==> src/rtl/msjd_pkg.sv <==
package msjd_pkg;

  // default sizes, overridable on the top level
  localparam int QUEUE_DEPTH_DEF = 16;
  localparam int MAX_SERVERS_DEF = 16;

  // port widths
  localparam int IN_DATA_W   = 56;
  localparam int IN_USER_W   = 1;
  localparam int OUT_DATA_W  = 80;
  localparam int OUT_USER_W  = 3;
  localparam int CFG_ADDR_W  = 1;
  localparam int CFG_DATA_W  = 6;

  // register indexes
  localparam logic [CFG_ADDR_W-1:0] REG_QUEUE_LIMIT  = 1'd0;
  localparam logic [CFG_ADDR_W-1:0] REG_SERVER_COUNT = 1'd1;

  // item kinds on the input side
  localparam logic MODE_ARRIVAL     = 1'b0;
  localparam logic MODE_SERVICE_END = 1'b1;

  // result status codes
  localparam logic [2:0] ST_STARTED    = 3'd0;
  localparam logic [2:0] ST_QUEUED     = 3'd1;
  localparam logic [2:0] ST_DROPPED    = 3'd2;
  localparam logic [2:0] ST_DONE_IDLE  = 3'd3;
  localparam logic [2:0] ST_DONE_NEXT  = 3'd4;
  localparam logic [2:0] ST_SPURIOUS   = 3'd5;

  typedef struct packed {
    logic capture;  // latch item, launch table reads
    logic commit;   // apply update, load result register
  } msjd_cmd_t;

  typedef struct packed {
    logic out_free; // result register empty or being drained
  } msjd_stat_t;

endpackage

==> src/rtl/msjd_ram.sv <==
module msjd_ram #(
  parameter int WIDTH = 16,
  parameter int DEPTH = 16
) (
  input  logic                                   clk,
  input  logic                                   we,
  input  logic [((DEPTH > 1) ? $clog2(DEPTH) : 1)-1:0] waddr,
  input  logic [WIDTH-1:0]                       wdata,
  input  logic                                   re,
  input  logic [((DEPTH > 1) ? $clog2(DEPTH) : 1)-1:0] raddr,
  output logic [WIDTH-1:0]                       rdata
);

  logic [WIDTH-1:0] mem [DEPTH];

  always_ff @(posedge clk) begin
    if (we) begin
      mem[waddr] <= wdata;
    end
    if (re) begin
      rdata <= mem[raddr];
    end
  end

endmodule

==> src/rtl/msjd_ctrl.sv <==
module msjd_ctrl (
  input  logic                  clk,
  input  logic                  rst,
  input  logic                  s_tvalid,
  output logic                  s_tready,
  input  msjd_pkg::msjd_stat_t  stat,
  output msjd_pkg::msjd_cmd_t   cmd
);

  localparam logic ST_IDLE = 1'b0;
  localparam logic ST_EXEC = 1'b1;

  logic state;
  logic state_next;

  assign s_tready = (state == ST_IDLE);

  always_comb begin
    cmd.capture = 1'b0;
    cmd.commit  = 1'b0;
    state_next  = state;
    case (state)
      ST_IDLE: begin
        if (s_tvalid) begin
          cmd.capture = 1'b1;
          state_next  = ST_EXEC;
        end
      end
      ST_EXEC: begin
        // table read data is ready; wait only for room in the result register
        if (stat.out_free) begin
          cmd.commit = 1'b1;
          state_next = ST_IDLE;
        end
      end
      default: state_next = ST_IDLE;
    endcase
  end

  always_ff @(posedge clk) begin
    if (rst) begin
      state <= ST_IDLE;
    end else begin
      state <= state_next;
    end
  end

endmodule

==> src/rtl/msjd_datapath.sv <==
module msjd_datapath #(
  parameter int QUEUE_DEPTH = msjd_pkg::QUEUE_DEPTH_DEF,
  parameter int MAX_SERVERS = msjd_pkg::MAX_SERVERS_DEF
) (
  input  logic                               clk,
  input  logic                               rst,
  input  msjd_pkg::msjd_cmd_t                cmd,
  output msjd_pkg::msjd_stat_t               stat,
  input  logic [msjd_pkg::IN_DATA_W-1:0]     s_tdata,
  input  logic [msjd_pkg::IN_USER_W-1:0]     s_tuser,
  output logic                               m_tvalid,
  input  logic                               m_tready,
  output logic [msjd_pkg::OUT_DATA_W-1:0]    m_tdata,
  output logic [msjd_pkg::OUT_USER_W-1:0]    m_tuser,
  input  logic                               cfg_we,
  input  logic [msjd_pkg::CFG_ADDR_W-1:0]    cfg_addr,
  input  logic [msjd_pkg::CFG_DATA_W-1:0]    cfg_data
);

  localparam int QW  = (QUEUE_DEPTH > 1) ? $clog2(QUEUE_DEPTH) : 1;
  localparam int QCW = $clog2(QUEUE_DEPTH + 1);
  localparam int SW  = (MAX_SERVERS > 1) ? $clog2(MAX_SERVERS) : 1;
  localparam int SCW = $clog2(MAX_SERVERS + 1);

  // configuration
  logic signed [5:0] queue_limit;
  logic [SCW-1:0]    server_count;

  // queue and pool bookkeeping
  logic [QW-1:0]          wait_head, wait_head_next;
  logic [QCW-1:0]         wait_count, wait_count_next;
  logic [SW-1:0]          idle_head, idle_head_next;
  logic [SCW-1:0]         idle_count, idle_count_next;
  logic [MAX_SERVERS-1:0] busy_mask, busy_mask_next;
  logic [MAX_SERVERS-1:0] idle_valid, idle_valid_next;

  // latched item
  logic        in_mode;
  logic [15:0] in_tag;
  logic [3:0]  in_sid;
  logic [31:0] in_now;

  // table ports
  logic [SW-1:0] idle_raddr, idle_waddr, held_raddr, held_waddr;
  logic [QW-1:0] wait_waddr;
  logic          idle_we, held_we, wait_we;
  logic [SW-1:0] idle_q;
  logic [15:0]   held_wdata, held_q, wtag_q;
  logic [31:0]   warr_q;

  // result fields
  logic [2:0]  r_status;
  logic        r_done_valid, r_start_valid;
  logic [15:0] r_done_tag, r_start_tag;
  logic [SW-1:0] r_start_srv;
  logic [31:0] r_wait_time;

  logic [SCW-1:0] cfg_n;
  logic [SW-1:0]  sid_idx, idle_srv;
  logic [QCW:0]   wait_tail_sum;
  logic [SCW:0]   idle_tail_sum;
  logic [SW-1:0]  idle_tail;
  logic           q_full, sid_bad;

  assign stat.out_free = !m_tvalid || m_tready;

  assign idle_raddr = idle_head;
  assign held_raddr = SW'(s_tdata[19:16]);

  msjd_ram #(.WIDTH(SW), .DEPTH(MAX_SERVERS)) u_idle_ram (
    .clk(clk), .we(idle_we), .waddr(idle_waddr), .wdata(SW'(sid_idx)),
    .re(cmd.capture), .raddr(idle_raddr), .rdata(idle_q)
  );

  msjd_ram #(.WIDTH(16), .DEPTH(MAX_SERVERS)) u_held_ram (
    .clk(clk), .we(held_we), .waddr(held_waddr), .wdata(held_wdata),
    .re(cmd.capture), .raddr(held_raddr), .rdata(held_q)
  );

  msjd_ram #(.WIDTH(16), .DEPTH(QUEUE_DEPTH)) u_wtag_ram (
    .clk(clk), .we(wait_we), .waddr(wait_waddr), .wdata(in_tag),
    .re(cmd.capture), .raddr(wait_head), .rdata(wtag_q)
  );

  msjd_ram #(.WIDTH(32), .DEPTH(QUEUE_DEPTH)) u_warr_ram (
    .clk(clk), .we(wait_we), .waddr(wait_waddr), .wdata(in_now),
    .re(cmd.capture), .raddr(wait_head), .rdata(warr_q)
  );

  // server count clamped to 1 .. MAX_SERVERS
  always_comb begin
    if (cfg_data[4:0] == 5'd0) begin
      cfg_n = SCW'(1);
    end else if (int'(cfg_data[4:0]) > MAX_SERVERS) begin
      cfg_n = SCW'(MAX_SERVERS);
    end else begin
      cfg_n = SCW'(cfg_data[4:0]);
    end
  end

  always_comb begin
    sid_idx  = SW'(in_sid);
    // an idle-list entry never written since the pool restart holds its own index
    idle_srv = idle_valid[idle_head] ? idle_q : idle_head;

    wait_tail_sum = (QCW+1)'(wait_head) + (QCW+1)'(wait_count);
    if (wait_tail_sum >= (QCW+1)'(QUEUE_DEPTH)) begin
      wait_tail_sum = wait_tail_sum - (QCW+1)'(QUEUE_DEPTH);
    end
    wait_waddr = QW'(wait_tail_sum);

    idle_tail_sum = (SCW+1)'(idle_head) + (SCW+1)'(idle_count);
    if (idle_tail_sum >= (SCW+1)'(MAX_SERVERS)) begin
      idle_tail_sum = idle_tail_sum - (SCW+1)'(MAX_SERVERS);
    end
    idle_tail = SW'(idle_tail_sum);

    q_full = (int'(wait_count) >= QUEUE_DEPTH) ||
             (!queue_limit[5] && (int'(wait_count) >= int'(queue_limit)));
    sid_bad = (int'(in_sid) >= MAX_SERVERS) ||
              (int'(in_sid) >= int'(server_count)) ||
              !busy_mask[sid_idx];

    wait_head_next  = wait_head;
    wait_count_next = wait_count;
    idle_head_next  = idle_head;
    idle_count_next = idle_count;
    busy_mask_next  = busy_mask;
    idle_valid_next = idle_valid;
    idle_we    = 1'b0;
    idle_waddr = idle_tail;
    held_we    = 1'b0;
    held_waddr = sid_idx;
    held_wdata = in_tag;
    wait_we    = 1'b0;

    r_status      = msjd_pkg::ST_STARTED;
    r_done_valid  = 1'b0;
    r_done_tag    = 16'd0;
    r_start_valid = 1'b0;
    r_start_srv   = '0;
    r_start_tag   = 16'd0;
    r_wait_time   = 32'd0;

    if (in_mode == msjd_pkg::MODE_ARRIVAL) begin
      if (idle_count != '0) begin
        if (idle_head == SW'(MAX_SERVERS - 1)) begin
          idle_head_next = '0;
        end else begin
          idle_head_next = idle_head + SW'(1);
        end
        idle_count_next = idle_count - SCW'(1);
        busy_mask_next[idle_srv] = 1'b1;
        held_we       = 1'b1;
        held_waddr    = idle_srv;
        held_wdata    = in_tag;
        r_status      = msjd_pkg::ST_STARTED;
        r_start_valid = 1'b1;
        r_start_srv   = idle_srv;
        r_start_tag   = in_tag;
      end else if (q_full) begin
        r_status = msjd_pkg::ST_DROPPED;
      end else begin
        wait_we         = 1'b1;
        wait_count_next = wait_count + QCW'(1);
        r_status        = msjd_pkg::ST_QUEUED;
      end
    end else begin
      if (sid_bad) begin
        r_status = msjd_pkg::ST_SPURIOUS;
      end else begin
        r_done_valid = 1'b1;
        r_done_tag   = held_q;
        if (wait_count != '0) begin
          held_we       = 1'b1;
          held_waddr    = sid_idx;
          held_wdata    = wtag_q;
          r_start_valid = 1'b1;
          r_start_srv   = sid_idx;
          r_start_tag   = wtag_q;
          r_wait_time   = in_now - warr_q;
          if (wait_head == QW'(QUEUE_DEPTH - 1)) begin
            wait_head_next = '0;
          end else begin
            wait_head_next = wait_head + QW'(1);
          end
          wait_count_next = wait_count - QCW'(1);
          r_status        = msjd_pkg::ST_DONE_NEXT;
        end else begin
          busy_mask_next[sid_idx] = 1'b0;
          idle_we                 = 1'b1;
          idle_valid_next[idle_tail] = 1'b1;
          idle_count_next         = idle_count + SCW'(1);
          r_status                = msjd_pkg::ST_DONE_IDLE;
        end
      end
    end

    if (!cmd.commit) begin
      idle_we = 1'b0;
      held_we = 1'b0;
      wait_we = 1'b0;
    end
  end

  always_ff @(posedge clk) begin
    if (cmd.capture) begin
      in_mode <= s_tuser[0];
      in_tag  <= s_tdata[15:0];
      in_sid  <= s_tdata[19:16];
      in_now  <= s_tdata[51:20];
    end
    if (cmd.commit) begin
      m_tuser <= r_status;
      m_tdata <= {5'(server_count - idle_count_next),
                  5'(wait_count_next),
                  r_wait_time,
                  r_start_tag,
                  4'(r_start_srv),
                  r_start_valid,
                  r_done_tag,
                  r_done_valid};
    end
  end

  always_ff @(posedge clk) begin
    if (rst) begin
      m_tvalid     <= 1'b0;
      queue_limit  <= -6'sd1;
      server_count <= SCW'(1);
      idle_count   <= SCW'(1);
      idle_head    <= '0;
      idle_valid   <= '0;
      busy_mask    <= '0;
      wait_head    <= '0;
      wait_count   <= '0;
    end else begin
      if (cmd.commit) begin
        m_tvalid <= 1'b1;
      end else if (m_tready) begin
        m_tvalid <= 1'b0;
      end

      if (cfg_we) begin
        if (cfg_addr == msjd_pkg::REG_QUEUE_LIMIT) begin
          queue_limit <= signed'(cfg_data);
        end else begin
          // pool restart
          server_count <= cfg_n;
          idle_count   <= cfg_n;
          idle_head    <= '0;
          idle_valid   <= '0;
          busy_mask    <= '0;
          wait_head    <= '0;
          wait_count   <= '0;
        end
      end else if (cmd.commit) begin
        idle_count <= idle_count_next;
        idle_head  <= idle_head_next;
        idle_valid <= idle_valid_next;
        busy_mask  <= busy_mask_next;
        wait_head  <= wait_head_next;
        wait_count <= wait_count_next;
      end
    end
  end

endmodule

==> src/rtl/multi_server_job_dispatcher.sv <==
// Job dispatcher for a pool of servers with a bounded waiting queue. Each
// input item is either a job arrival (s_tuser = 0) or the end of service on
// one server (s_tuser = 1), and gives exactly one result item. A capture step
// launches the reads of the idle-server list, the per-server job table and
// the head of the waiting queue (all registered-read RAMs), a commit step
// updates them and loads the result register. No new item is taken until
// the last one is committed; a full result register that is not drained
// holds it longer. Writing server_count restarts the pool at once: the idle
// list becomes 0 .. n-1, all servers are idle and the queue is emptied.
// Configuration writes are to be made only while no item is in flight.
module multi_server_job_dispatcher #(
  parameter int QUEUE_DEPTH = msjd_pkg::QUEUE_DEPTH_DEF,
  parameter int MAX_SERVERS = msjd_pkg::MAX_SERVERS_DEF
) (
  input  logic                              clk,
  input  logic                              rst,
  input  logic                              s_tvalid,
  output logic                              s_tready,
  // job_tag[15:0], server_id[19:16], now[51:20], zero fill above
  input  logic [msjd_pkg::IN_DATA_W-1:0]    s_tdata,
  // mode[0]
  input  logic [msjd_pkg::IN_USER_W-1:0]    s_tuser,
  output logic                              m_tvalid,
  input  logic                              m_tready,
  // done_valid[0], done_tag[16:1], start_valid[17], start_server[21:18],
  // start_tag[37:22], wait_time[69:38], queue_length[74:70], busy_servers[79:75]
  output logic [msjd_pkg::OUT_DATA_W-1:0]   m_tdata,
  // status[2:0]
  output logic [msjd_pkg::OUT_USER_W-1:0]   m_tuser,
  input  logic                              cfg_we,
  input  logic [msjd_pkg::CFG_ADDR_W-1:0]   cfg_addr,
  input  logic [msjd_pkg::CFG_DATA_W-1:0]   cfg_data
);

  msjd_pkg::msjd_cmd_t  cmd;
  msjd_pkg::msjd_stat_t stat;

  msjd_ctrl u_ctrl (
    .clk      (clk),
    .rst      (rst),
    .s_tvalid (s_tvalid),
    .s_tready (s_tready),
    .stat     (stat),
    .cmd      (cmd)
  );

  msjd_datapath #(
    .QUEUE_DEPTH (QUEUE_DEPTH),
    .MAX_SERVERS (MAX_SERVERS)
  ) u_datapath (
    .clk      (clk),
    .rst      (rst),
    .cmd      (cmd),
    .stat     (stat),
    .s_tdata  (s_tdata),
    .s_tuser  (s_tuser),
    .m_tvalid (m_tvalid),
    .m_tready (m_tready),
    .m_tdata  (m_tdata),
    .m_tuser  (m_tuser),
    .cfg_we   (cfg_we),
    .cfg_addr (cfg_addr),
    .cfg_data (cfg_data)
  );

endmodule
==> config.mk <==
export PLATFORM = sky130hd
export DESIGN_NAME = multi_server_job_dispatcher
export DESIGN_NICKNAME = d
export VERILOG_FILES = /design/src/rtl/msjd_pkg.sv /design/src/rtl/msjd_ram.sv /design/src/rtl/msjd_ctrl.sv /design/src/rtl/msjd_datapath.sv /design/src/rtl/multi_server_job_dispatcher.sv
export SDC_FILE = /design/constraint.sdc
export NUM_CORES = 1
export LEC_CHECK = 0
export BUFFER_PORTS_ARGS = -buffer_cell sky130_fd_sc_hd__buf_2
export CORE_ASPECT_RATIO = 1.2
export CORE_MARGIN = 3
export CORE_UTILIZATION = 62
export DETAILED_ROUTE_END_ITERATION = 8
export PLACE_DENSITY_LB_ADDON = 0.2
export SETUP_SLACK_MARGIN = 0.05
export SKIP_LAST_GASP = 1
export SLEW_MARGIN = 20
export SYNTH_ARGS = -nofsm -noshare
export SYNTH_HDL_FRONTEND = slang
export SYNTH_SLANG_ARGS = --single-unit
==> constraint.sdc <==
create_clock -name clk -period 8.6 [get_ports clk]
set_input_delay 0.86 -clock clk [delete_from_list [all_inputs] [get_ports clk]]
set_output_delay 0.86 -clock clk [all_outputs]
set_load 0.01 [all_outputs]
==> out/summary.md, run 1 <==
* initial antenna violation count: 0
* count of cell types in the netlist: 78
* cells along the critical path: buf_4, inv_1, ha_1, nand2b_1, a21o_1, a211oi_1, o211ai_2, inv_1, nand2_2, buf_4, o22ai_1, nand2_1, nor2_1, buf_4
* Post-CTS Setup Bufs: 0
* Final Max Tran Viols: 0
* arrival time reported for the critical path endpoint: 5680 ps
* share of Yosys cell area claimed by the top area cell type: 72.46%
* final setup skew: 33.70 ps
* proportion of synthesized chip area in sequential cells: 74.82%
* mux contribution to synthesized area: 14.96%
* layout overhead on the synthesized area: 11.98%
* number of iterations in the first detailed-routing pass: 6
* result of the run: finished clean
* data required time at the worst endpoint: 8950 ps
* slew at the pin closest to its max-slew limit: 1096 ps
* count of max-cap constraint violations: 0
* Std-Cell Rows: 117
* Die H: 327.9 um
* total clock buffers created by CTS: 121
* xor/xnor cell area share of the yosys netlist: 0.6053%
* simple logic cell fraction of the synthesized area: 3.734%
* unrepaired setup endpoints after global routing: false
* largest family of logic cells by synthesized area: multiplexers
* synth top area cells: edfxtp_1 72%, mux4_2 15%, dfxtp_1 2.4%
* Warnings, synthesis: 0
* post-route setup slack: 3272 ps
* Final GP Congestion: 0.9122
* hold violation total from the final report: 0
* Critical Path Sink Type: flop
* number of enable flip-flop cells after synthesis: 1292
* final global-route overflow total: 0
* synthesized-area fraction occupied by ao, oa, aoi and oai cells: 3.031%
* average via count per standard cell: 6.544
* DRT iter0 DRCs: 3083
* final-layout setup total negative slack: 0 ps
* Slew headroom: 26.90%
* floorplan die area: 0.08993 sq mm
* Max Fanout on Critical Path: 32
* Worst Hold Class: input pin to flop
* timing-limited maximum frequency: 187.7 MHz
* PostCTS Resize Cnt: 0
* CP max stage delay: 740 ps
* GRT Util Overall: 27.19%
* clock tree from TritonCTS: yes
* nets@finish: 3018
* post-layout minimum cycle time: 5328 ps
* insertion delay to the later sink of the worst-skew pair: 710 ps
* Post-Syn Nets: 2814
* static leakage: 0.01940 uW
* clk root buf: clkbuf_16
* adder-cell share of the synthesized area: 1.477%
* final hold slack: 331.9 ps
* die width: 274.3 um
* area of the mapped netlist: 0.05354 sq mm
* class of the most critical setup path: flop to flop
* number of buffers inserted by hold repair at cts: 0
* R2R Setup Slk: 3270 ps
* global-route wire length before repair: 178800 um
* # DRC: 0
* effective utilization at floorplan: 62.84%
* pin count of the biggest net entering global routing: 156
* I/O Buffers: 149
* maximum root-to-sink buffer count: 3
* core area: 0.08520 sq mm
* crit path launch type: flop
* FF+latch count, synth: 1355
* diode insertion count for antenna repair: 0
* vias in the first global route: 28303
* library cell with the largest summed area after synthesis: edfxtp_1
* CTS H-Tree Depth: 3
* boundary pin count: 154
* share of cells above drive strength 1: 26.02%
* DP HPWL: 63420 um
* PD cells: 222.7 mW/mm^2
* Post-synth top flop: edfxtp_1
* pre-CTS setup slack: 3351 ps
* routed vias: 26988
* IR Drop Worst-Case VDD: 0.1828 mV
* final cycle utilization of the critical path: 61.95%
* Avg Synthesized Cell Area: 19.94 sq um
* crit-path most repeated cell: buf_4
* Total Wirelength: 119200 um
* fraction of synthesis flops using an asynchronous set or reset pin: 0%
* DR WL/cell: 28.90 um
* final setup fails: 0
* remaining antenna violation count after routing: 0
* critical-path cell with the highest stage delay: inv_1
* post-CTS clock slew at the launch and capture registers of the worst setup and hold paths: 70 ps
* number of clock sinks: 1355
* gate count of the mapped netlist: 2685
[per-stage QoR]
step	total power (uW)	area [sq um]	util [%]	instances
3_3_place_gp	7996	55830	65.53	3893
6_report	13350	59950	70.37	4124
4_1_cts	13420	59930	70.34	4123
3_5_place_dp	8024	55880	65.58	3895
5_1_grt	13730	59950	70.37	4124
2_1_floorplan	7831	53540	-	2685
[routing by layer]
metal / wire length [um] / vias up / GRT usage, %
met5: 0 / - / 0
met4: 3960 / 0 / 9.928
met3: 8233 / 261 / 3.916
met2: 63070 / 1297 / 47.18
met1: 43910 / 14082 / 35.51
li1: - / 11348 / -
[cells by family after synthesis]
kind of cell,count (synthesis)
adders and majority gates,61
muxes,362
DFF,1355
buffers and inverters,193
and+or+nand+nor,436
AOI/OAI and AO/OA,241
xor gates and xnor gates,37
[worst paths after layout]
check / start / endpoint / cells after the start
worst max-delay path: u_datapath.in_sid[0] / u_datapath.u_held_ram.mem[5][12] / 14
worst max register to register: u_datapath.in_sid[0] / u_datapath.u_held_ram.mem[5][12] / 14
worst min register to register: u_datapath.idle_valid[4] / u_datapath.idle_valid[4] / 2
worst min-delay path: s_tdata[35] / u_datapath.in_now[15] / 1
[power breakdown]
| part | internal [uW] | switching, uW | total [uW] |
|---|---|---|---|
| Sequential | 7320 | 86.8 | 7400 |
| Combinational | 173 | 313 | 486 |
| Clock | 3100 | 2360 | 5460 |
[synthesized netlist by cell type (all sizes together) (5+ instances only)]
master / n
nand3: 28
clkbuf: 84
mux2i: 12
a211oi: 8
a22oi: 6
and3: 9
o21ai: 28
edfxtp: 1292
xnor2: 24
nor2: 132
nand2b: 11
nand2: 146
mux4: 349
dfxtp: 63
ha: 56
o21a: 5
a21o: 27
or3: 6
nor2b: 20
xor2: 13
and2: 23
inv: 67
a21oi: 78
a211o: 8
nor3: 41
a31oi: 32
buf: 42
[sequential cells by signal, indices dropped and copies added (netlist names)]
register,cells
u_datapath.u_warr_ram.mem,512
u_datapath.u_held_ram.mem,256
u_datapath.u_wtag_ram.mem,256
u_datapath.m_tdata,80
u_datapath.u_idle_ram.mem,64
u_datapath.in_now,32
u_datapath.u_warr_ram.rdata,32
u_datapath.busy_mask,16
u_datapath.idle_valid,16
u_datapath.in_tag,16
u_datapath.u_held_ram.rdata,16
u_datapath.u_wtag_ram.rdata,16
u_datapath.queue_limit,6
u_datapath.idle_count,5
u_datapath.server_count,5
u_datapath.wait_count,5
u_datapath.idle_head,4
u_datapath.in_sid,4
u_datapath.u_idle_ram.rdata,4
u_datapath.wait_head,4
u_datapath.m_tuser,3
u_ctrl.state,1
u_datapath.in_mode,1
u_datapath.m_tvalid,1
[cell type report]
type,instances,area [sq um]
Clock inverter,77,844.6
Clock buffer,151,3204
Tap cell,1130,1414
Sequential cell,1355,40070
Fill cell,5086,25250
Timing Repair Buffer,207,1274
Multi-Input combinational cell,1137,12890
Inverter,67,254.0
[cells in the final DEF, fill, tap and decap left out, types with 9 or more instances in the layout]
cell / n
buf_2: 148
nand2_1: 145
clkinvlp_4: 10
nor2b_1: 19
edfxtp_1: 1292
buf_4: 53
and3_1: 9
clkinv_2: 12
clkbuf_16: 124
nor3_1: 35
mux2i_1: 10
inv_1: 65
clkinv_1: 27
mux4_2: 348
xnor2_1: 24
nand2b_1: 11
and2_1: 22
a21o_1: 27
a21oi_1: 76
a31oi_1: 32
o21ai_0: 27
xor2_1: 13
nor2_4: 16
bufinv_16: 15
nand3_1: 28
nor2_1: 113
dfxtp_1: 59
ha_1: 56
clkbuf_1: 27
[worst max-delay path: cells and delay by family (launching register included)]
family / cells / cell delay (ps)
AO/OA/AOI/OAI: 4 / 1290
buffers and inverters: 5 / 2050
adder cells (fa/ha/maj): 1 / 320
AND/OR/NAND/NOR: 4 / 930
flip-flops: 1 / 330
Note: power is estimated with default switching activity, not from simulation.
==> inputs of run 2 (changes only) <==
==> constraint.sdc (replaced) <==
create_clock -name clk -period 5.3 [get_ports clk]
set_input_delay 0.53 -clock clk [delete_from_list [all_inputs] [get_ports clk]]
set_output_delay 0.53 -clock clk [all_outputs]
set_load 0.01 [all_outputs]
==> run 2 against run 1 <==
- clock power is 63% higher
- clock skew is 9.9 ps lower
- critical endpoint is now u_datapath.u_held_ram.mem[6][10]
- register-to-register slack got worse by 2200 ps
- first-iteration DRC count grew 4.2%
- largest power group unchanged
- critical path type unchanged
- worst hold slack worse by 290 ps
- sequential share of layout area fell by 0.71 points
- fmax grew 26%
==> out/summary.md, run 2 (synthesis results as in run 1) <==
* Max Fanout on Critical Path: 40
* result of the run: finished clean
* vias in the first global route: 28502
* diode insertion count for antenna repair: 0
* Total Wirelength: 121000 um
* Slew headroom: 24.76%
* clk root buf: clkbuf_16
* final setup fails: 0
* cells along the critical path: ha_1, a211oi_1, o211ai_2, inv_1, buf_4, nand2_2, buf_4, nand2_1, nand2_1
* boundary pin count: 154
* effective utilization at floorplan: 62.84%
* Filler Cell Count: 5032
* register with the most flip-flops: u_datapath.u_warr_ram.mem
* average via count per standard cell: 6.514
* number of iterations in the first detailed-routing pass: 5
* post-CTS clock slew at the launch and capture registers of the worst setup and hold paths: 70 ps
* GRT Util Overall: 27.78%
* final hold slack: 44.14 ps
* final global-route overflow total: 0
* initial antenna violation count: 0
* total clock buffers created by CTS: 130
* DRT iter0 DRCs: 3214
* most frequent standard cell in the layout excluding fill and tap cells: edfxtp_1
* share of cells above drive strength 1: 25.89%
* CTS H-Tree Depth: 4
* final cycle utilization of the critical path: 79.47%
* Final GP Congestion: 0.8483
* # DRC: 0
* remaining antenna violation count after routing: 0
* critical-path cell with the highest stage delay: edfxtp_1
* max reg flops: 512
* Final Max Tran Viols: 0
* Critical Path Sink Type: flop
* data required time at the worst endpoint: 5590 ps
* buffering stage count on the worst path with inverters included: 3
* PD cells: 359.0 mW/mm^2
* core area: 0.08520 sq mm
* unrepaired setup endpoints after global routing: false
* global-route wire length before repair: 181400 um
* maximum root-to-sink buffer count: 3
* area used by multi-input combinational logic: 0.01289 sq mm
* Worst Hold Class: input pin to flop
* DR WL/cell: 28.92 um
* layout overhead on the synthesized area: 13.17%
* crit path launch type: flop
* PostCTS Resize Cnt: 0
* area occupied by registers: 0.04007 sq mm
* arrival time reported for the critical path endpoint: 4500 ps
* count of max-cap constraint violations: 0
* timing-limited maximum frequency: 237.4 MHz
* CP max stage delay: 1100 ps
* Worst path top cell family by delay: flip-flops
* biggest regs: u_datapath.u_warr_ram.mem: 512 flops, u_datapath.u_held_ram.mem: 256 flops, u_datapath.u_wtag_ram.mem: 256 flops
* post-layout minimum cycle time: 4212 ps
* routed vias: 27263
* static leakage: 0.01971 uW
* clock tree from TritonCTS: yes
* IR Drop Worst-Case VDD: 0.3499 mV
* final-layout setup total negative slack: 0 ps
* insertion delay to the later sink of the worst-skew pair: 730 ps
* class of the most critical setup path: flop to flop
* Std-Cell Rows: 117
* nets@finish: 3082
* Die H: 327.9 um
* final setup skew: 23.83 ps
* most frequent cells in the layout: 1292 x edfxtp_1, 348 x mux4_2, 148 x buf_2, 145 x nand2_1, 135 x clkbuf_16
* I/O Buffers: 149
* die width: 274.3 um
* number of clock sinks: 1355
* slew at the pin closest to its max-slew limit: 1129 ps
* floorplan die area: 0.08993 sq mm
* pin count of the biggest net entering global routing: 122
* Post-CTS Setup Bufs: 0
* DP HPWL: 65700 um
* hold violation total from the final report: 0
run 2: cell types whose count changed in the layout (fill, tap and decap cells not counted), sizes merged:
cell and change:
clkinv +5, clkbuf +14, clkinvlp -7, bufinv -8, dlygate4sd3 +46, inv +2, buf +9
run 2: final cells by class:
| cell class | count | area share (%) |
|---|---|---|
| repair buffers | 262 | 3.093 |
| clock buffers | 165 | 5.778 |
| clock inverters | 69 | 0.9685 |
| inverters | 67 | 0.4192 |
| well taps | 1130 | 2.333 |
| multi-input cells | 1137 | 21.28 |
| flip-flops and latches | 1355 | 66.13 |
run 2: where the power goes:
| part | total [uW] | internal, uW | leakage, uW | switching [uW] |
|---|---|---|---|---|
| Combinational | 798 | 302 | 0.00546 | 495 |
| Sequential | 12000 | 11900 | 0.0123 | 155 |
| Clock | 8920 | 5040 | 0.00199 | 3880 |
| Total | 21800 | 17200 | 0.0197 | 4530 |
run 2: layer usage:
layer	share of wire [%]	routed length (um)	global-route usage (%)
met5	0	0	0
met4	3.1	3742	9.767
met3	6.9	8299	4.924
met2	53	64330	47.70
met1	37	44670	36.30
run 2: what timing repair did:
item,CTS,global route
hold buffers,46,0
endpoints found under the setup margin,0,0
endpoints found under the hold margin,46,0
run 2: worst reg2reg max path, cell delays in order (launching register included):
cell and delay [ps]:
edfxtp_1 1100, ha_1 410, a211oi_1 380, o211ai_2 300, inv_1 120, buf_4 300, nand2_2 210, buf_4 370
nand2_1 190, nand2_1 390
run 2: metrics by stage:
stage	cells	cell area, sq um	utilization, %	power, uW	setup slack (ps)
6_report	4185	60590	71.12	21750	1088
5_1_grt	4185	60590	71.12	22370	892.9
4_1_cts	4185	60590	71.12	21900	1168
3_5_place_dp	3905	56040	65.78	13020	1193
3_3_place_gp	3905	56040	65.78	12970	1251
2_1_floorplan	2685	53540	-	12700	319.3
run 2: final timing paths:
| path | from | endpoint | slack [ps] | depth (start not counted) |
|---|---|---|---|---|
| max reg2reg | u_datapath.in_sid[2] | u_datapath.u_held_ram.mem[6][10] | 1090 | 9 |
| max | u_datapath.in_sid[2] | u_datapath.u_held_ram.mem[6][10] | 1090 | 9 |
| min reg2reg | u_datapath.idle_valid[13] | u_datapath.idle_valid[13] | 470 | 2 |
| min | s_tdata[13] | u_datapath.in_tag[13] | 40 | 1 |
